File: src/design/humidity_temp_frame_decoder_top_defines.svh
// Assertion macros for the sensor frame decoder.
// Included by the top level; depends on nothing else.
`ifndef HUMIDITY_TEMP_FRAME_DECODER_TOP_DEFINES_SVH
`define HUMIDITY_TEMP_FRAME_DECODER_TOP_DEFINES_SVH

// Same-cycle implication, disabled while reset is held.
`define HTFD_ASSERT_IMPL(lbl, clk, rstn, ante, cons, msg) \
    lbl: assert property (@(posedge clk) disable iff (!(rstn)) (ante) |-> (cons)) \
        else $error(msg);

// Next-cycle implication, disabled while reset is held.
`define HTFD_ASSERT_NEXT(lbl, clk, rstn, ante, cons, msg) \
    lbl: assert property (@(posedge clk) disable iff (!(rstn)) (ante) |=> (cons)) \
        else $error(msg);

`endif

File: src/design/htfd_pkg.sv
// Shared types, constants and functions of the sensor frame decoder.
// No dependencies; imported by htfd_frame, htfd_scale and the top level.
`default_nettype none

package htfd_pkg;

    // frame byte positions
    localparam logic [2:0] POS_T_HI  = 3'd0;
    localparam logic [2:0] POS_T_LO  = 3'd1;
    localparam logic [2:0] POS_T_CRC = 3'd2;
    localparam logic [2:0] POS_H_HI  = 3'd3;
    localparam logic [2:0] POS_H_LO  = 3'd4;
    localparam logic [2:0] POS_H_CRC = 3'd5;

    // status codes
    localparam logic [1:0] ST_OK       = 2'd0;
    localparam logic [1:0] ST_TEMP_CRC = 2'd1;
    localparam logic [1:0] ST_HUM_CRC  = 2'd2;

    localparam logic [7:0] CRC_POLY = 8'h31;
    localparam logic [7:0] CRC_INIT = 8'hFF;

    localparam int PROD_W = 31;
    localparam int QUOT_W = 15;

    localparam logic [PROD_W-1:0] CEL_MULT = 31'd17500;
    localparam logic [PROD_W-1:0] FAH_MULT = 31'd31500;
    localparam logic [PROD_W-1:0] HUM_MULT = 31'd10000;

    localparam logic [14:0] CEL_OFFSET = 15'd4500;
    localparam logic [15:0] FAH_OFFSET = 16'd4900;

    localparam int OUT_W = 80;

    typedef struct packed {
        logic [1:0]  status;
        logic [15:0] temp_raw;
        logic [15:0] humid_raw;
    } frame_rec_t;

    // one CRC-8 byte step, MSB first
    function automatic logic [7:0] crc8_byte(input logic [7:0] crc, input logic [7:0] b);
        logic [7:0] v;
        v = crc ^ b;
        for (int k = 0; k < 8; k++) begin
            if (v[7]) begin
                v = {v[6:0], 1'b0} ^ CRC_POLY;
            end else begin
                v = {v[6:0], 1'b0};
            end
        end
        return v;
    endfunction

    // floor(x / 65535) for x < 2^31: x = q*65536 + lo, so x = q*65535 + (lo + q)
    function automatic logic [QUOT_W-1:0] div_65535(input logic [PROD_W-1:0] x);
        logic [QUOT_W-1:0] q;
        logic [16:0]       r;
        q = x[PROD_W-1:16];
        r = {1'b0, x[15:0]} + {2'b00, q};
        if (r >= 17'd65535) begin
            q = q + 15'd1;
        end
        return q;
    endfunction

endpackage

`default_nettype wire

File: src/design/htfd_frame.sv
// Byte input register, frame position tracking, CRC-8 checks and frame record register.
// Depends on htfd_pkg.
`default_nettype none

module htfd_frame
    import htfd_pkg::*;
(
    input  wire logic       aclk,
    input  wire logic       aresetn,
    input  wire logic       s_tvalid,
    output logic            s_tready,
    input  wire logic [7:0] s_tdata,
    input  wire logic       s_tuser,
    output logic            rec_valid,
    input  wire logic       rec_ready,
    output frame_rec_t      rec
);

    logic       in_v_reg, in_v_next;
    logic [7:0] in_byte_reg, in_byte_next;
    logic       in_start_reg, in_start_next;
    logic [2:0] pos_reg, pos_next;
    logic [7:0] crc_reg, crc_next;
    logic [15:0] temp_word_reg, temp_word_next;
    logic       temp_good_reg, temp_good_next;
    logic [7:0] hh_reg, hh_next;
    logic [7:0] hl_reg, hl_next;
    logic       rec_v_reg, rec_v_next;
    frame_rec_t rec_reg, rec_next;

    logic [2:0] pos;
    logic [7:0] crc_in;
    logic [7:0] crc_new;
    logic       is_last;
    logic       take;

    always_comb begin
        pos = pos_reg;
        if (in_start_reg || (pos_reg inside {3'd6, 3'd7})) begin
            pos = POS_T_HI;
        end
        crc_in  = (pos inside {POS_T_HI, POS_H_HI}) ? CRC_INIT : crc_reg;
        crc_new = crc8_byte(crc_in, in_byte_reg);
        is_last = (pos == POS_H_CRC);
        // a non-final byte never needs the record slot
        take     = in_v_reg && (!is_last || !rec_v_reg || rec_ready);
        s_tready = !in_v_reg || take;
    end

    always_comb begin
        in_v_next      = in_v_reg;
        in_byte_next   = in_byte_reg;
        in_start_next  = in_start_reg;
        pos_next       = pos_reg;
        crc_next       = crc_reg;
        temp_word_next = temp_word_reg;
        temp_good_next = temp_good_reg;
        hh_next        = hh_reg;
        hl_next        = hl_reg;
        rec_v_next     = rec_v_reg;
        rec_next       = rec_reg;

        if (rec_v_reg && rec_ready) begin
            rec_v_next = 1'b0;
        end
        if (take) begin
            in_v_next = 1'b0;
            crc_next  = crc_new;
            pos_next  = is_last ? POS_T_HI : pos + 3'd1;
            case (pos)
                POS_T_HI:  temp_word_next = {in_byte_reg, 8'h00};
                POS_T_LO:  temp_word_next = {temp_word_reg[15:8], in_byte_reg};
                POS_T_CRC: temp_good_next = (crc_new == 8'h00);
                POS_H_HI:  hh_next = in_byte_reg;
                POS_H_LO:  hl_next = in_byte_reg;
                default:   ;
            endcase
            if (is_last) begin
                rec_v_next         = 1'b1;
                rec_next.temp_raw  = temp_word_reg;
                rec_next.humid_raw = {hh_reg, hl_reg};
                if (!temp_good_reg) begin
                    rec_next.status = ST_TEMP_CRC;
                end else if (crc_new != 8'h00) begin
                    rec_next.status = ST_HUM_CRC;
                end else begin
                    rec_next.status = ST_OK;
                end
            end
        end
        if (s_tvalid && s_tready) begin
            in_v_next     = 1'b1;
            in_byte_next  = s_tdata;
            in_start_next = s_tuser;
        end
    end

    always_ff @(posedge aclk) begin
        if (!aresetn) begin
            in_v_reg  <= 1'b0;
            pos_reg   <= POS_T_HI;
            crc_reg   <= CRC_INIT;
            rec_v_reg <= 1'b0;
        end else begin
            in_v_reg  <= in_v_next;
            pos_reg   <= pos_next;
            crc_reg   <= crc_next;
            rec_v_reg <= rec_v_next;
        end
    end

    always_ff @(posedge aclk) begin
        in_byte_reg   <= in_byte_next;
        in_start_reg  <= in_start_next;
        temp_word_reg <= temp_word_next;
        temp_good_reg <= temp_good_next;
        hh_reg        <= hh_next;
        hl_reg        <= hl_next;
        rec_reg       <= rec_next;
    end

    assign rec_valid = rec_v_reg;
    assign rec       = rec_reg;

endmodule

`default_nettype wire

File: src/design/htfd_scale.sv
// Fixed-point scaling of a frame record: constant multiply stage, then
// divide-by-65535 correction, offset and output register. Depends on htfd_pkg.
`default_nettype none

module htfd_scale
    import htfd_pkg::*;
(
    input  wire logic              aclk,
    input  wire logic              aresetn,
    input  wire logic              rec_valid,
    output logic                   rec_ready,
    input  wire frame_rec_t        rec,
    output logic                   m_tvalid,
    input  wire logic              m_tready,
    output logic [OUT_W-1:0]       m_tdata
);

    logic              p_v_reg, p_v_next;
    frame_rec_t        p_rec_reg, p_rec_next;
    logic [PROD_W-1:0] p_cel_reg, p_cel_next;
    logic [PROD_W-1:0] p_fah_reg, p_fah_next;
    logic [PROD_W-1:0] p_hum_reg, p_hum_next;

    logic             o_v_reg, o_v_next;
    logic [OUT_W-1:0] o_data_reg, o_data_next;

    logic              o_ready;
    logic              p_ready;
    logic [QUOT_W-1:0] q_cel, q_fah, q_hum;
    logic [14:0]       cel;
    logic [15:0]       fah;
    logic [13:0]       hum;

    always_comb begin
        o_ready   = !o_v_reg || m_tready;
        p_ready   = !p_v_reg || o_ready;
        rec_ready = p_ready;

        q_cel = div_65535(p_cel_reg);
        q_fah = div_65535(p_fah_reg);
        q_hum = div_65535(p_hum_reg);
        cel   = q_cel - CEL_OFFSET;
        fah   = {1'b0, q_fah} - FAH_OFFSET;
        hum   = q_hum[13:0];
        // scaled values are cleared on any CRC failure
        if (p_rec_reg.status != ST_OK) begin
            cel = '0;
            fah = '0;
            hum = '0;
        end
    end

    always_comb begin
        p_v_next    = p_v_reg;
        p_rec_next  = p_rec_reg;
        p_cel_next  = p_cel_reg;
        p_fah_next  = p_fah_reg;
        p_hum_next  = p_hum_reg;
        o_v_next    = o_v_reg;
        o_data_next = o_data_reg;

        if (o_v_reg && m_tready) begin
            o_v_next = 1'b0;
        end
        if (p_v_reg && o_ready) begin
            p_v_next    = 1'b0;
            o_v_next    = 1'b1;
            o_data_next = {1'b0, hum, fah, cel, p_rec_reg.humid_raw,
                           p_rec_reg.temp_raw, p_rec_reg.status};
        end
        if (rec_valid && p_ready) begin
            p_v_next   = 1'b1;
            p_rec_next = rec;
            p_cel_next = PROD_W'(rec.temp_raw) * CEL_MULT;
            p_fah_next = PROD_W'(rec.temp_raw) * FAH_MULT;
            p_hum_next = PROD_W'(rec.humid_raw) * HUM_MULT;
        end
    end

    always_ff @(posedge aclk) begin
        if (!aresetn) begin
            p_v_reg <= 1'b0;
            o_v_reg <= 1'b0;
        end else begin
            p_v_reg <= p_v_next;
            o_v_reg <= o_v_next;
        end
    end

    always_ff @(posedge aclk) begin
        p_rec_reg  <= p_rec_next;
        p_cel_reg  <= p_cel_next;
        p_fah_reg  <= p_fah_next;
        p_hum_reg  <= p_hum_next;
        o_data_reg <= o_data_next;
    end

    assign m_tvalid = o_v_reg;
    assign m_tdata  = o_data_reg;

endmodule

`default_nettype wire

File: src/design/humidity_temp_frame_decoder_top.sv
// Top level of the sensor frame decoder: byte framing/CRC and result scaling.
// Depends on htfd_pkg, htfd_frame, htfd_scale and the assertion macro header.
//
// Usage:
//   s_ channel carries one frame byte per item (s_tdata) with s_tuser set on
//   frame byte 0 to resynchronize. Byte order: temperature high, low, CRC,
//   humidity high, low, CRC. Without s_tuser the position wraps after byte 5.
//   m_ channel carries one result item per complete frame: status, raw words
//   and the scaled values in hundredths (zero when a CRC check fails).
//   Throughput: one byte per cycle while a finished frame has somewhere to go,
//   set by the unrolled CRC byte step in the frame stage.
//   Result path: after the edge that accepts its last byte, a frame's result moves
//   in turn through the record register, multiply register and result register.
//   Reset (aresetn low, synchronous) empties all stages and restarts the
//   frame at byte 0; any partial frame is lost.
//   A stalled m_tready fills the result, multiply and record registers in turn;
//   bytes that do not finish a frame keep being accepted until a finished
//   frame has nowhere to go, then s_tready drops.
`default_nettype none

`include "humidity_temp_frame_decoder_top_defines.svh"

module humidity_temp_frame_decoder_top
    import htfd_pkg::*;
(
    input  wire logic             aclk,
    input  wire logic             aresetn,
    input  wire logic             s_tvalid,
    output logic                  s_tready,
    input  wire logic [7:0]       s_tdata,   // [7:0] data_byte
    input  wire logic             s_tuser,   // [0] frame_start
    output logic                  m_tvalid,
    input  wire logic             m_tready,
    // [1:0] status, [17:2] temp_raw, [33:18] humid_raw, [48:34] celsius_centi,
    // [64:49] fahrenheit_centi, [78:65] humidity_centi, [79] zero
    output logic [OUT_W-1:0]      m_tdata
);

    logic       rec_valid;
    logic       rec_ready;
    frame_rec_t rec;

    // checker terms
    logic                        res_err;
    logic                        res_ok;
    logic                        scl_zero;
    logic                        cel_ok;
    logic                        hum_ok;
    logic                        rec_stall;
    logic [$bits(frame_rec_t):0] rec_bus;

    htfd_frame u_frame (
        .aclk      (aclk),
        .aresetn   (aresetn),
        .s_tvalid  (s_tvalid),
        .s_tready  (s_tready),
        .s_tdata   (s_tdata),
        .s_tuser   (s_tuser),
        .rec_valid (rec_valid),
        .rec_ready (rec_ready),
        .rec       (rec)
    );

    htfd_scale u_scale (
        .aclk      (aclk),
        .aresetn   (aresetn),
        .rec_valid (rec_valid),
        .rec_ready (rec_ready),
        .rec       (rec),
        .m_tvalid  (m_tvalid),
        .m_tready  (m_tready),
        .m_tdata   (m_tdata)
    );

    assign res_err   = m_tvalid && (m_tdata[1:0] != ST_OK);
    assign res_ok    = m_tvalid && (m_tdata[1:0] == ST_OK);
    assign scl_zero  = (m_tdata[78:34] == '0);
    assign cel_ok    = ($signed(m_tdata[48:34]) >= -15'sd4500) &&
                       ($signed(m_tdata[48:34]) <= 15'sd13000);
    assign hum_ok    = (m_tdata[78:65] <= 14'd10000);
    assign rec_stall = rec_valid && !rec_ready;
    assign rec_bus   = {rec_valid, rec};

    `HTFD_ASSERT_IMPL(a_err_zero, aclk, aresetn, res_err, scl_zero, "scaled values on CRC error")
    `HTFD_ASSERT_IMPL(a_cel_range, aclk, aresetn, res_ok, cel_ok, "celsius out of range")
    `HTFD_ASSERT_IMPL(a_hum_range, aclk, aresetn, m_tvalid, hum_ok, "humidity out of range")
    `HTFD_ASSERT_NEXT(a_rec_hold, aclk, aresetn, rec_stall, $stable(rec_bus), "record not held")

endmodule

`default_nettype wire

File: config.mk
export PLATFORM = sky130hd
export DESIGN_NAME = humidity_temp_frame_decoder_top
export DESIGN_NICKNAME = d
export VERILOG_FILES = /design/src/design/htfd_pkg.sv /design/src/design/htfd_frame.sv /design/src/design/htfd_scale.sv /design/src/design/humidity_temp_frame_decoder_top.sv
export VERILOG_INCLUDE_DIRS = /design/src /design/src/design
export SDC_FILE = /design/constraint.sdc
export NUM_CORES = 1
export LEC_CHECK = 0
export BUFFER_PORTS_ARGS = -buffer_cell sky130_fd_sc_hd__buf_2
export CORE_MARGIN = 5
export CORE_UTILIZATION = 51
export DETAILED_ROUTE_END_ITERATION = 10
export PLACE_DENSITY = 0.78
export SLEW_MARGIN = 20
export SYNTH_ARGS = -nofsm -noshare
export SYNTH_HDL_FRONTEND = slang
export SYNTH_SLANG_ARGS = --single-unit
File: constraint.sdc
create_clock -name aclk -period 17.55 [get_ports aclk]
set_clock_uncertainty 0.15 [all_clocks]
set_input_delay 3.51 -clock aclk [delete_from_list [all_inputs] [get_ports aclk]]
set_output_delay 3.51 -clock aclk [all_outputs]
set_load 0.05 [all_outputs]
* Yosys cells after proc, flatten, opt, wreduce, memory -nomap -nowiden
Cells that the tools add are included.
Storage, ports and cells: register bits after elaboration 288, output and inout port bits 82, word-level logic and storage cells 113
Operators by class: $add $sub $neg 9, multiply operators 3, $lt $le $gt $ge 3, eq/ne operators 7, mux-type cells 25, bitwise logic cells 10, reduce and logical (&&, ||, !) cells 32
Operator list (count):
- $mul A16 B13 Y29 const B | 2
- $ge A17 B16 Y1 const B | 3
- $mux W6 | 8
- $add A16 B15 Y17 | 2
- $pmux W16 S2 | 1
- $add A15 B1 Y15 const B | 2
- $mux W15 | 2
- $mul A16 B10 Y26 const B | 1
- $not A3 Y3 | 8
- $add A16 B14 Y17 | 1
- $sub A15 B13 Y16 const B | 1
- $sub A15 B13 Y15 const B | 1
- $add A14 B1 Y14 const B | 1
- $mux W14 | 1
- $reduce_bool A2 Y1 | 7
- $eq A3 B3 Y1 const B | 4
- $reduce_and A2 Y1 | 5
- $mux W1 | 9
- $logic_not A8 Y1 | 1
- $mux W8 | 1
- $reduce_bool A8 Y1 | 1
- $xor A8 B8 Y8 | 1
- $eq A3 B2 Y1 const B | 2
- $logic_or A1 B1 Y1 | 6
- other kinds (9) | 18

* Depth between registers and ports, before layout
Gate-level depths: netlist of run 1.
word-level depth 26, mapped depth 22

* Modules after synthesis
From an unflattened synthesis of run 1, not the netlist that was laid out.
Second synthesis, totals: cell total of the unflattened synthesis 2049, area, all modules 22835.7 µm²
Modules (own cells, without submodules):
- htfd_scale | times used 1, cells an instance 1805, area each 19283.5 µm², sequential area each 5745.5 µm²
- htfd_frame | times used 1, cells an instance 244, area each 3552.2 µm², sequential area each 2542.4 µm²

* Worst setup path after synthesis of run 1
No wires, ideal clock.
kind input-to-reg, start in m_tready, end reg u_scale.p_cel_reg[10] (enable), arrival time 8666 ps, path slack 8138 ps, cell stages on the path 3, cell sequence nor2b_1 > and2_1 > nor2b_1
On the way: word-level cells in the longest chain between the ends 3
RTL lines:
- start, declared | line humidity_temp_frame_decoder_top.sv:33 | input wire logic m_tready,
- $logic_or A1 B1 Y1 | line htfd_scale.sv:35 | o_ready = !o_v_reg || m_tready;
- $logic_or A1 B1 Y1 | line htfd_scale.sv:36 | p_ready = !p_v_reg || o_ready;
- $logic_and A1 B1 Y1 | line htfd_scale.sv:71 | if (rec_valid && p_ready) begin
- end signal, assigned | line htfd_scale.sv:92 | p_cel_reg <= p_cel_next;
- end, declared | line htfd_scale.sv:20 | logic [PROD_W-1:0] p_cel_reg, p_cel_next;
No other way between the ends. A chain may end at the register's enable or synchronous reset.

* Worst setup path after layout of run 1
start in m_tready, end out s_tready
On the way: word-level cells in the longest chain between the ends 5
RTL lines:
- $logic_or A1 B1 Y1 | line htfd_scale.sv:35
- $logic_or A1 B1 Y1 | line htfd_scale.sv:36
- $logic_or A1 B1 Y1 | line htfd_frame.sv:46 | take = in_v_reg && (!is_last || !rec_v_reg || rec_ready);
- $logic_and A1 B1 Y1 | line htfd_frame.sv:46
- $logic_or A1 B1 Y1 | line htfd_frame.sv:47 | s_tready = !in_v_reg || take;
- end, declared | line humidity_temp_frame_decoder_top.sv:29 | output logic s_tready,
No other way between the ends.

==> metrics.txt, run 1 <==
# TYPE chip_impl_metric gauge
chip_impl_metric{name="cts.clk_slew.worst_paths",unit="ps"} 60
chip_impl_metric{name="cts_resized",unit=""} 0
chip_impl_metric{name="globalRoute.totalOverflow",unit=""} 0
chip_impl_metric{name="drt-pass1-iter-count",unit=""} 5
chip_impl_metric{name="track_usage",unit="%"} 18.9
chip_impl_metric{name="floorplan.initialDensity",unit="%"} 51.6
chip_impl_info{name="rsz0062_at_grt",value="false"} 1
chip_impl_metric{name="clkSinkCount",unit=""} 281
chip_impl_metric{name="tns",unit="ps"} 0
chip_impl_metric{name="clock_power_share",unit="%"} 47.1
chip_impl_metric{name="route.final.wire_length",unit="microns"} 44700
chip_impl_metric{name="worstPathMaxFanout",unit=""} 3
chip_impl_metric{name="finalCoreUtilization",unit="%"} 56.8
chip_impl_metric{name="asyncSetResetFlopFracSynth",unit="%"} 0
chip_impl_info{name="outcome",value="complete, no violations"} 1
chip_impl_info{name="worst_hold_path_type",value="flip-flop to flip-flop"} 1
chip_impl_metric{name="finalNonFillerCells",unit=""} 2689
chip_impl_metric{name="clock_latency",unit="ps"} 590
chip_impl_metric{name="worstPathRequired",unit="ps"} 13890
chip_impl_metric{name="post_synthesis_compound_gate_area_fraction",unit="%"} 10.1
chip_impl_metric{name="p_per_area",unit="mW/mm^2"} 59.1
chip_impl_metric{name="synth_enable_flop_cells",unit=""} 266
chip_impl_metric{name="wire_per_inst",unit="microns"} 16.6
chip_impl_metric{name="largest_register_ff_count",unit=""} 79
chip_impl_metric{name="postSynthRegisterBits",unit=""} 281
chip_impl_metric{name="cts-hold-fix-buffers",unit=""} 0
chip_impl_metric{name="routed-via-count",unit=""} 14800
chip_impl_metric{name="first_global_vias",unit=""} 15000
chip_impl_metric{name="die_area",unit="sq mm"} 0.0480
chip_impl_info{name="synthDominantAreaCellType",value="edfxtp_1"} 1
chip_impl_metric{name="synth_fp_nets",unit=""} 2447
chip_impl_metric{name="initial_antenna_violation_count",unit=""} 0
chip_impl_metric{name="report.final.setup_viol",unit=""} 0
chip_impl_info{name="critical_path.cell_chain",value="buf_2, nor2b_1, and2_1, nand2_1, nor2_1, nand2_1, buf_2"} 1
chip_impl_metric{name="num-nets-final",unit=""} 2550
chip_impl_info{name="end_kind",value="output pin"} 1
chip_impl_metric{name="p_sw_share",unit="%"} 20.0
chip_impl_metric{name="fillCellCount",unit=""} 3485
chip_impl_info{name="synth_top_family_by_area",value="adder cells"} 1
chip_impl_metric{name="hold_violations",unit=""} 0
chip_impl_metric{name="power_frac_seq",unit="%"} 50.9
chip_impl_metric{name="post_synth_and_or_nand_nor_area_fraction",unit="%"} 9.62
chip_impl_metric{name="timing.slew.headroom",unit="%"} 43.0
chip_impl_info{name="slowest_stage",value="and2_1"} 1
chip_impl_metric{name="internal-power",unit="W"} 0.00116
chip_impl_metric{name="fin_worst_hold_slack",unit="ps"} 265
chip_impl_metric{name="vdd_ir_drop_max",unit="V"} 0.0000657
chip_impl_info{name="worstSetupStartpointType",value="primary input"} 1
chip_impl_info{name="synth_area_leaders",value="edfxtp_1 (36%), ha_1 (17%), fa_1 (14%)"} 1
chip_impl_metric{name="htree_levels",unit=""} 1
chip_impl_metric{name="timing.final.max_slew_violations",unit=""} 0
chip_impl_metric{name="synth_mux_area_share",unit="%"} 0.460
chip_impl_info{name="ys.flop_type",value="edfxtp_1"} 1
chip_impl_metric{name="post-route-drc-count",unit=""} 0
chip_impl_metric{name="syn_to_final_growth",unit="%"} 9.93
chip_impl_metric{name="net-switching-power",unit="W"} 0.000290
chip_impl_metric{name="dpl.hpwl",unit="microns"} 34800
chip_impl_metric{name="netlist_area",unit="sq mm"} 0.0223
chip_impl_metric{name="die_width",unit="microns"} 219
chip_impl_metric{name="yosysSeqAreaShare",unit="%"} 37.2
chip_impl_metric{name="numPlacedInstances",unit=""} 2632
chip_impl_metric{name="xor_xnor_share_of_the_synthesized_area",unit="%"} 5.74
chip_impl_info{name="cts-root-buf",value="clkbuf_16"} 1
chip_impl_metric{name="r2r_setup_slack",unit="ps"} 10870
chip_impl_metric{name="ys_warn_count",unit=""} 0
chip_impl_metric{name="power.static_leakage",unit="nW"} 10.7
chip_impl_metric{name="buffer_ports.inserted",unit=""} 93
chip_impl_metric{name="totalPowerFinal",unit="W"} 0.00145
chip_impl_metric{name="cts-buffers-inserted",unit=""} 31
chip_impl_metric{name="crit_path_time_final",unit="ps"} 8310
chip_impl_metric{name="place_congestion",unit=""} 0.907
chip_impl_info{name="layout.cells.most_common_list",value="inv_1 (320), ha_1 (300), edfxtp_1 (266)"} 1
chip_impl_metric{name="period_share",unit="%"} 47.3
chip_impl_metric{name="timing_worst_slew_pin_value",unit="ps"} 855
chip_impl_metric{name="cts.repair_timing.setup_buffer_count",unit=""} 0
chip_impl_metric{name="grt_max_degree",unit=""} 64
chip_impl_metric{name="diodes",unit=""} 0
chip_impl_metric{name="critical_path_arrival",unit="ps"} 4650
chip_impl_info{name="mostFrequentLayoutCell",value="inv_1"} 1
chip_impl_metric{name="max_freq",unit="MHz"} 120
chip_impl_metric{name="syn_inst",unit=""} 1977
chip_impl_metric{name="grt_first_pass_wirelength",unit="microns"} 74200
chip_impl_metric{name="routed_via_density",unit=""} 5.52
chip_impl_metric{name="ios",unit=""} 95
chip_impl_metric{name="clockBufferDepth",unit=""} 3
chip_impl_info{name="category_of_the_most_critical_setup_path",value="primary input to output pin"} 1
chip_impl_metric{name="post_synth_fa_ha_maj_area_fraction",unit="%"} 30.9
chip_impl_metric{name="rows",unit=""} 76
chip_impl_metric{name="final_layout_size_suffix_gt1_share",unit="%"} 8.89
chip_impl_metric{name="synth.distinct_cells",unit=""} 92
chip_impl_metric{name="syn_avg_cell_area",unit="sq um"} 11.3
chip_impl_metric{name="dr.first_iter.drc_count",unit=""} 961
chip_impl_metric{name="comb_power_share",unit="%"} 2.0
chip_impl_info{name="cts_tree",value="done"} 1
chip_impl_metric{name="cp_slowest_stage_delay",unit="ps"} 260
chip_impl_metric{name="detail-route-antenna-nets",unit=""} 0
chip_impl_metric{name="die-height",unit="microns"} 219
chip_impl_metric{name="design.core.area",unit="sq mm"} 0.0432
chip_impl_metric{name="max-cap-violations",unit=""} 0
chip_impl_metric{name="yosys.area.top_type_share",unit="%"} 35.8
[cells by family after synthesis]
kind of cell	count (synthesis)
AOI/OAI and AO/OA	326
xor gates and xnor gates	146
adders and majority gates	457
buffers and inverters	349
DFF	281
muxes	10
other	1
and+or+nand+nor	407
[critical path: cells and delay by family]
kind                   cells  cell delay (ps)
and+or+nand+nor            5              820
buffers and inverters      2              320
[synthesized netlist by cell type, types with 8 or more instances]
master      n
fa_1      157
nand2_1    67
or4_1       8
or3_1      12
ha_1      300
o211ai_1   18
o21bai_1   20
nand4_1    12
dfxtp_1    15
edfxtp_1  266
and3_1     28
nor2b_1    27
a21oi_1    83
o31ai_1    10
nand3_1    36
nand2b_1   10
xnor2_1   106
nor3_1     28
a21o_1     35
xor2_1     40
nor2_1    111
and2_1     15
o21a_1     15
inv_1     320
clkbuf_1   24
a31oi_1    11
mux2i_1     8
nor3b_1    10
a211oi_1   10
o21ai_0    53
[path summary, 6_finish.rpt]
kind / start / endpoint / cells after the start
max: m_tready / s_tready / 7
min: u_frame.hh_reg[2] / u_frame.rec[10] / 0
max reg2reg: u_frame.rec[19] / u_scale.p_cel_reg[29] / 20
min reg2reg: u_frame.hh_reg[2] / u_frame.rec[10] / 0
[power by group through the flow]
stage	logic, W	registers, W	clock network (W)
2_1_floorplan	0.0000244	0.000749	0
3_3_place_gp	0.0000289	0.000751	0
3_5_place_dp	0.0000294	0.000751	0
4_1_cts	0.0000298	0.000737	0.000697
5_1_grt	0.0000334	0.000738	0.000726
6_report	0.0000295	0.000737	0.000682
[metrics by stage]
step / area, sq um / setup WS, ps
global route: 24500 / 9060
global placement: 23400 / 9230
CTS: 24500 / 9240
floorplan: 22300 / 8140
detailed placement: 23400 / 9240
finish: 24500 / 9240
[final cells by class]
class	count	area [sq um]	area share [%]
clock inverter	20	279	1.14
inverter	320	1200	4.90
clock buffer	37	798	3.26
timing repair buffer	99	510	2.08
sequential	281	8290	33.8
tap	585	732	2.99
multi-input combinational	1347	12700	51.8
[layer usage]
metal	vias to the layer above	share of wire, %	track usage (%)
met5	-	0	0
met1	7261	44	25.6
met3	72	5.6	3.13
li1	7126	-	-
met2	384	49	32.1
met4	0	1.9	4.58
No activity file was read; power rests on OpenSTA's default activity.
==> run 2: changes to the inputs <==
ABC_AREA = 1   (was default)
PLACE_DENSITY = 0.81   (was 0.78)
clock period = 7.19 ns   (was 17.55 ns; I/O delays follow)
==> run 2 against run 1 <==
Cell count rose by 14%. Sequential share of layout area shrank 0.45 points. Sequential cell count unchanged. Routed wire length grew 8.4%. Cell area rose by 1.3%. Largest power group unchanged.
==> metrics.txt, run 2 <==
# TYPE chip_impl_metric gauge
chip_impl_metric{name="worstPathMaxFanout",unit=""} 11
chip_impl_metric{name="totalPowerFinal",unit="W"} 0.00332
chip_impl_metric{name="yosysSeqAreaShare",unit="%"} 36.4
chip_impl_metric{name="route.final.wire_length",unit="microns"} 48500
chip_impl_info{name="layout.cells.most_common_list",value="inv_1 (475), nand2_1 (395), ha_1 (300)"} 1
chip_impl_metric{name="timing.slew.headroom",unit="%"} 30.9
chip_impl_metric{name="period_share",unit="%"} 81.8
chip_impl_metric{name="r2r_cells",unit=""} 21
chip_impl_metric{name="grt_first_pass_wirelength",unit="microns"} 79800
chip_impl_metric{name="globalRoute.totalOverflow",unit=""} 0
chip_impl_metric{name="placement.cell_area",unit="sq mm"} 0.0239
chip_impl_info{name="cts-root-buf",value="clkbuf_16"} 1
chip_impl_metric{name="design.core.area",unit="sq mm"} 0.0442
chip_impl_metric{name="crit_path_time_final",unit="ps"} 5880
chip_impl_info{name="commonest_cells_in_the_netlist",value="inv_1 (476), nand2_1 (395), ha_1 (300)"} 1
chip_impl_metric{name="htree_levels",unit=""} 1
chip_impl_metric{name="cts.repair_timing.setup_buffer_count",unit=""} 0
chip_impl_metric{name="synth.distinct_cells",unit=""} 52
chip_impl_info{name="synth_area_leaders",value="edfxtp_1 (35%), ha_1 (16%), fa_1 (14%)"} 1
chip_impl_metric{name="multi_input_area",unit="sq mm"} 0.0126
chip_impl_metric{name="dr.first_iter.drc_count",unit=""} 1087
chip_impl_metric{name="worstPathRequired",unit="ps"} 7370
chip_impl_metric{name="max-cap-violations",unit=""} 0
chip_impl_info{name="category_of_the_most_critical_setup_path",value="flip-flop to flip-flop"} 1
chip_impl_metric{name="cts.clk_slew.worst_paths",unit="ps"} 60
chip_impl_info{name="worst_setup_path_endpoint",value="u_scale.p_fah_reg[28]"} 1
chip_impl_metric{name="synth_enable_flop_cells",unit=""} 266
chip_impl_metric{name="syn_avg_cell_area",unit="sq um"} 9.70
chip_impl_metric{name="detail-route-antenna-nets",unit=""} 0
chip_impl_metric{name="largest_register_ff_count",unit=""} 79
chip_impl_metric{name="max_freq",unit="MHz"} 170
chip_impl_metric{name="die-height",unit="microns"} 221
chip_impl_metric{name="cts-hold-fix-buffers",unit=""} 0
chip_impl_metric{name="cts_resized",unit=""} 0
chip_impl_metric{name="drt-pass1-iter-count",unit=""} 7
chip_impl_metric{name="dpl.hpwl",unit="microns"} 38300
chip_impl_metric{name="floorplan.initialDensity",unit="%"} 51.5
chip_impl_metric{name="ys_warn_count",unit=""} 0
chip_impl_metric{name="final_layout_size_suffix_gt1_share",unit="%"} 7.83
chip_impl_info{name="regToRegEndpoint",value="u_scale.p_fah_reg[28]"} 1
chip_impl_info{name="worst_hold_path_type",value="flip-flop to flip-flop"} 1
chip_impl_metric{name="post-place-ws",unit="ps"} 1360
chip_impl_metric{name="area.sequential",unit="sq mm"} 0.00829
chip_impl_metric{name="first_global_vias",unit=""} 16300
chip_impl_metric{name="tns",unit="ps"} 0
chip_impl_metric{name="timing_worst_slew_pin_value",unit="ps"} 1030
chip_impl_metric{name="syn_to_final_growth",unit="%"} 9.07
chip_impl_metric{name="asyncSetResetFlopFracSynth",unit="%"} 0
chip_impl_metric{name="clkSinkCount",unit=""} 281
chip_impl_metric{name="routed-via-count",unit=""} 16200
chip_impl_info{name="worstHoldStart",value="u_frame.temp_word_reg[14]"} 1
chip_impl_info{name="ys.flop_type",value="edfxtp_1"} 1
chip_impl_info{name="mostFrequentLayoutCell",value="inv_1"} 1
chip_impl_metric{name="routed_via_density",unit=""} 5.28
chip_impl_metric{name="clock_latency",unit="ps"} 580
chip_impl_info{name="crit_start",value="u_frame.rec[22]"} 1
chip_impl_metric{name="post-route-drc-count",unit=""} 0
chip_impl_metric{name="finalCoreUtilization",unit="%"} 56.2
chip_impl_metric{name="grt_max_degree",unit=""} 63
chip_impl_metric{name="num-nets-final",unit=""} 2929
chip_impl_info{name="rsz0062_at_grt",value="false"} 1
chip_impl_info{name="worstSetupStartpointType",value="flip-flop"} 1
chip_impl_metric{name="syn_inst",unit=""} 2347
chip_impl_info{name="synthDominantAreaCellType",value="edfxtp_1"} 1
chip_impl_metric{name="netlist_area",unit="sq mm"} 0.0228
chip_impl_metric{name="die_area",unit="sq mm"} 0.0490
chip_impl_metric{name="initial_antenna_violation_count",unit=""} 0
chip_impl_metric{name="report.final.setup_viol",unit=""} 0
chip_impl_metric{name="critical_path_arrival",unit="ps"} 6060
chip_impl_metric{name="diodes",unit=""} 0
chip_impl_metric{name="r2r_setup_slack",unit="ps"} 1310
chip_impl_metric{name="buffer_ports.inserted",unit=""} 93
chip_impl_metric{name="synth_fp_nets",unit=""} 2817
chip_impl_metric{name="timing.final.max_slew_violations",unit=""} 0
chip_impl_metric{name="die_width",unit="microns"} 221
chip_impl_metric{name="postSynthRegisterBits",unit=""} 281
chip_impl_metric{name="hold_violations",unit=""} 0
chip_impl_metric{name="final_cell_area",unit="sq mm"} 0.0248
chip_impl_info{name="outcome",value="complete, no violations"} 1
chip_impl_metric{name="final_critical_path_setup_slack",unit="ps"} 1310
chip_impl_metric{name="wire_per_inst",unit="microns"} 15.8
chip_impl_metric{name="cts-buffers-inserted",unit=""} 30
chip_impl_info{name="crit-reg2reg-launch",value="u_frame.rec[22]"} 1
chip_impl_metric{name="rows",unit=""} 77
chip_impl_info{name="end_kind",value="flip-flop"} 1
chip_impl_info{name="synth_most_common_cell",value="inv_1"} 1
chip_impl_metric{name="p_per_area",unit="mW/mm^2"} 134
chip_impl_info{name="cts_tree",value="done"} 1
chip_impl_metric{name="power.static_leakage",unit="nW"} 11.9
chip_impl_metric{name="fillCellCount",unit=""} 3594
chip_impl_metric{name="hold_depth",unit=""} 0
chip_impl_metric{name="clockBufferDepth",unit=""} 3
chip_impl_metric{name="vdd_ir_drop_max",unit="V"} 0.000154
chip_impl_metric{name="track_usage",unit="%"} 19.4
chip_impl_metric{name="place_congestion",unit=""} 0.887
chip_impl_metric{name="yosys.area.top_type_share",unit="%"} 35.1
chip_impl_metric{name="ios",unit=""} 95
## run 2: power breakdown
| part | leakage [nW] | total [W] | internal [W] | switching [W] |
|---|---|---|---|---|
| clock network | 0.450 | 0.00144 | 0.000801 | 0.000635 |
| registers | 2.54 | 0.00180 | 0.00179 | 0.0000122 |
| logic | 8.87 | 0.0000838 | 0.0000301 | 0.0000537 |
## run 2: layout make-up
cell class              instances  area share (%)
flip-flops and latches        281            33.4
well taps                     592            2.98
clock inverters                18           0.599
clock buffers                  34            3.08
inverters                     480            7.26
multi-input cells            1568            50.7
repair buffers                 98            2.02
## run 2: worst min-delay path by stage
stage / end / slack, ps
finish: u_frame.rec[30] / 270
global route: u_frame.rec[1] / 270
CTS: u_frame.rec[30] / 270
detailed placement: u_frame.rec[26] / 250
global placement: u_frame.rec[3] / 250
floorplan: u_frame.rec[0] / 250
## run 2: stage by stage
stage,hold slack (ps),std cells
final,266,3071
after detailed placement,255,3019
after global placement,250,3019
after floorplan,250,2347
after global routing,273,3071
after CTS,268,3071
## run 2: critical path, cell delays in order, from the launching register on
cell and delay (ps):
edfxtp_1 720, inv_1 210, fa_1 530, fa_1 520
fa_1 540, inv_1 50, fa_1 530, inv_1 50
fa_1 530, inv_1 40, ha_1 370, nand2_1 100
inv_1 80, nand3_1 90, o221ai_1 190, a21oi_1 100
nor3_1 160, nor2_1 90, o21ai_0 310, nand3_1 120
nand2_1 90, xor2_1 60
## run 2: kinds of logic after synthesis
| kind of cell | Yosys count | share of synthesized area (%) |
|---|---|---|
| flops | 281 | 36.4 |
| compound gates | 256 | 6.26 |
| xor+xnor | 120 | 4.71 |
| buf+inv | 498 | 8.41 |
| fa+ha+maj | 457 | 30.3 |
| other cells | 1 | 0.0165 |
| simple gates | 734 | 13.9 |
## run 2: layer usage
metal | track usage [%] | wire length, microns | vias to the layer above
li1 | - | - | 7888
met2 | 33.2 | 23400 | 462
met3 | 2.58 | 2770 | 104
met5 | 0 | 0 | -
met1 | 26.1 | 20900 | 7752
met4 | 5.84 | 1400 | 0
==> run 3: changes to the inputs <==
clock period = 5.15 ns   (was 7.19 ns; I/O delays follow)
==> run 3 against run 2 <==
Setup slack got worse by 1200 ps. Sequential share of layout area decreased by 1.1 points. Cell area increased by 3.5%. Routed wire length increased by 1.8%. Largest cell class unchanged. Clock power increased by 40%.
==> metrics.txt, run 3 (synthesis results as in run 2) <==
# TYPE chip_impl_metric gauge
chip_impl_metric{name="drt-pass1-iter-count",unit=""} 6
chip_impl_metric{name="area.sequential",unit="sq mm"} 0.00829
chip_impl_metric{name="wire_per_inst",unit="microns"} 15.7
chip_impl_metric{name="rows",unit=""} 77
chip_impl_metric{name="grt_max_degree",unit=""} 89
chip_impl_metric{name="hold_depth",unit=""} 0
chip_impl_info{name="rsz0062_at_grt",value="true"} 1
chip_impl_metric{name="totalPowerFinal",unit="W"} 0.00465
chip_impl_metric{name="worstPathRequired",unit="ps"} 5340
chip_impl_metric{name="cp_slowest_stage_delay",unit="ps"} 510
chip_impl_metric{name="power.static_leakage",unit="nW"} 12.2
chip_impl_metric{name="report.final.setup_viol",unit=""} 0
chip_impl_metric{name="fillCellCount",unit=""} 3510
chip_impl_metric{name="timing_worst_slew_pin_value",unit="ps"} 980
chip_impl_metric{name="ios",unit=""} 95
chip_impl_metric{name="clkSinkCount",unit=""} 281
chip_impl_metric{name="final_layout_size_suffix_gt1_share",unit="%"} 12.6
chip_impl_info{name="cts-root-buf",value="clkbuf_16"} 1
chip_impl_metric{name="first_global_vias",unit=""} 16400
chip_impl_info{name="category_of_the_most_critical_setup_path",value="flip-flop to flip-flop"} 1
chip_impl_metric{name="globalRoute.totalOverflow",unit=""} 0
chip_impl_metric{name="routed-via-count",unit=""} 16300
chip_impl_metric{name="htree_levels",unit=""} 1
chip_impl_metric{name="cts-hold-fix-buffers",unit=""} 0
chip_impl_metric{name="hold_violations",unit=""} 0
chip_impl_metric{name="finalCoreUtilization",unit="%"} 58.2
chip_impl_info{name="worstSetupStartpointType",value="flip-flop"} 1
chip_impl_metric{name="routed_via_density",unit=""} 5.18
chip_impl_metric{name="cts-buffers-inserted",unit=""} 30
chip_impl_metric{name="max_freq",unit="MHz"} 199
chip_impl_metric{name="syn_to_final_growth",unit="%"} 12.9
chip_impl_info{name="end_kind",value="flip-flop"} 1
chip_impl_metric{name="track_usage",unit="%"} 19.7
chip_impl_metric{name="worstPathMaxFanout",unit=""} 5
chip_impl_metric{name="design.core.area",unit="sq mm"} 0.0442
chip_impl_metric{name="final_critical_path_setup_slack",unit="ps"} 136
chip_impl_metric{name="largest_register_ff_count",unit=""} 79
chip_impl_metric{name="num-nets-final",unit=""} 3002
chip_impl_info{name="slowest_stage",value="fa_1"} 1
chip_impl_metric{name="path_depth",unit=""} 21
chip_impl_metric{name="diodes",unit=""} 0
chip_impl_metric{name="route.final.wire_length",unit="microns"} 49300
chip_impl_metric{name="multi_input_area",unit="sq mm"} 0.0129
chip_impl_metric{name="buffer_ports.inserted",unit=""} 93
chip_impl_metric{name="crit_buf_inv",unit=""} 5
chip_impl_metric{name="tns",unit="ps"} 0
chip_impl_metric{name="die-height",unit="microns"} 221
chip_impl_metric{name="place_congestion",unit=""} 0.912
chip_impl_info{name="critical_path.cell_chain",value="inv_2, fa_1, fa_1, fa_1, inv_2, fa_1, inv_1, fa_1, inv_2, ha_4, nand2_4, inv_2, nand3_2, nor3_2, a21oi_2, nor3_1, nor2_1, o21ai_2, nand3_1, nand2_1, xor2_1"} 1
chip_impl_metric{name="grt_first_pass_wirelength",unit="microns"} 80700
chip_impl_metric{name="period_share",unit="%"} 97.4
chip_impl_info{name="worst_hold_path_type",value="flip-flop to flip-flop"} 1
chip_impl_metric{name="clock_latency",unit="ps"} 590
chip_impl_info{name="outcome",value="complete, no violations"} 1
chip_impl_metric{name="p_per_area",unit="mW/mm^2"} 181
chip_impl_metric{name="clockBufferDepth",unit=""} 3
chip_impl_info{name="crit_path_frequent_cell",value="fa_1"} 1
chip_impl_metric{name="post-place-ws",unit="ps"} -111
chip_impl_metric{name="timing.final.max_slew_violations",unit=""} 0
chip_impl_info{name="cts_tree",value="done"} 1
chip_impl_metric{name="dr.first_iter.drc_count",unit=""} 935
chip_impl_metric{name="crit_path_time_final",unit="ps"} 5010
chip_impl_metric{name="die_width",unit="microns"} 221
chip_impl_metric{name="fin_worst_hold_slack",unit="ps"} 259
chip_impl_metric{name="timing.slew.headroom",unit="%"} 34.2
chip_impl_metric{name="initial_antenna_violation_count",unit=""} 1
chip_impl_metric{name="die_area",unit="sq mm"} 0.0490
chip_impl_metric{name="critical_path_arrival",unit="ps"} 5200
chip_impl_info{name="layout.cells.most_common_list",value="inv_1 (465), nand2_1 (389), ha_1 (289)"} 1
chip_impl_info{name="mostFrequentLayoutCell",value="inv_1"} 1
chip_impl_metric{name="floorplan.initialDensity",unit="%"} 51.5
chip_impl_metric{name="vdd_ir_drop_max",unit="V"} 0.000223
chip_impl_metric{name="detail-route-antenna-nets",unit=""} 0
chip_impl_metric{name="post-route-drc-count",unit=""} 0
chip_impl_metric{name="r2r_cells",unit=""} 21
chip_impl_metric{name="max-cap-violations",unit=""} 0
chip_impl_metric{name="cts.clk_slew.worst_paths",unit="ps"} 70
chip_impl_metric{name="dpl.hpwl",unit="microns"} 38900
chip_impl_info{name="critPathTopFamily",value="adder cells"} 1
## run 3: repair_timing
action | in CTS | in global routing
resized for setup | 12 | 52
pin swaps | 3 | 50
setup endpoints to repair | 8 | 22
setup buffers | 11 | 13
## run 3: stage by stage
step                      cells  instance area [sq um]
after CTS                  3135                  25400
after global routing       3148                  25700
after global placement     3068                  24400
after detailed placement   3068                  24400
after floorplan            2347                  22800
final                      3148                  25700
## run 3: path summary, 6_finish.rpt
check                   startpoint                     to  slack, ps
max                u_frame.rec[21]  u_scale.p_fah_reg[28]        140
min          u_scale.p_rec_reg[27]    u_scale.m_tdata[13]        260
min reg2reg  u_scale.p_rec_reg[27]    u_scale.m_tdata[13]        260
max reg2reg        u_frame.rec[21]  u_scale.p_fah_reg[28]        140
## run 3: per-layer routing
metal	part of all wire, %	track usage, %
met1	43	25.4
met2	50	34.7
met3	5.1	3.19
met4	2.8	5.26
met5	0.018	0
## run 3: layout make-up
type                    instances  share of cell area (%)
repair buffers                171                    4.20
multi-input cells            1568                    50.2
flip-flops and latches        281                    32.2
well taps                     592                    2.88
clock inverters                15                   0.360
inverters                     480                    7.01
clock buffers                  41                    3.16
## run 3: report_power, final
part / internal [W] / switching (W) / total (W)
clock network: 0.00110 / 0.000917 / 0.00202
registers: 0.00249 / 0.0000178 / 0.00251
logic: 0.0000430 / 0.0000766 / 0.000120
total: 0.00364 / 0.00101 / 0.00465
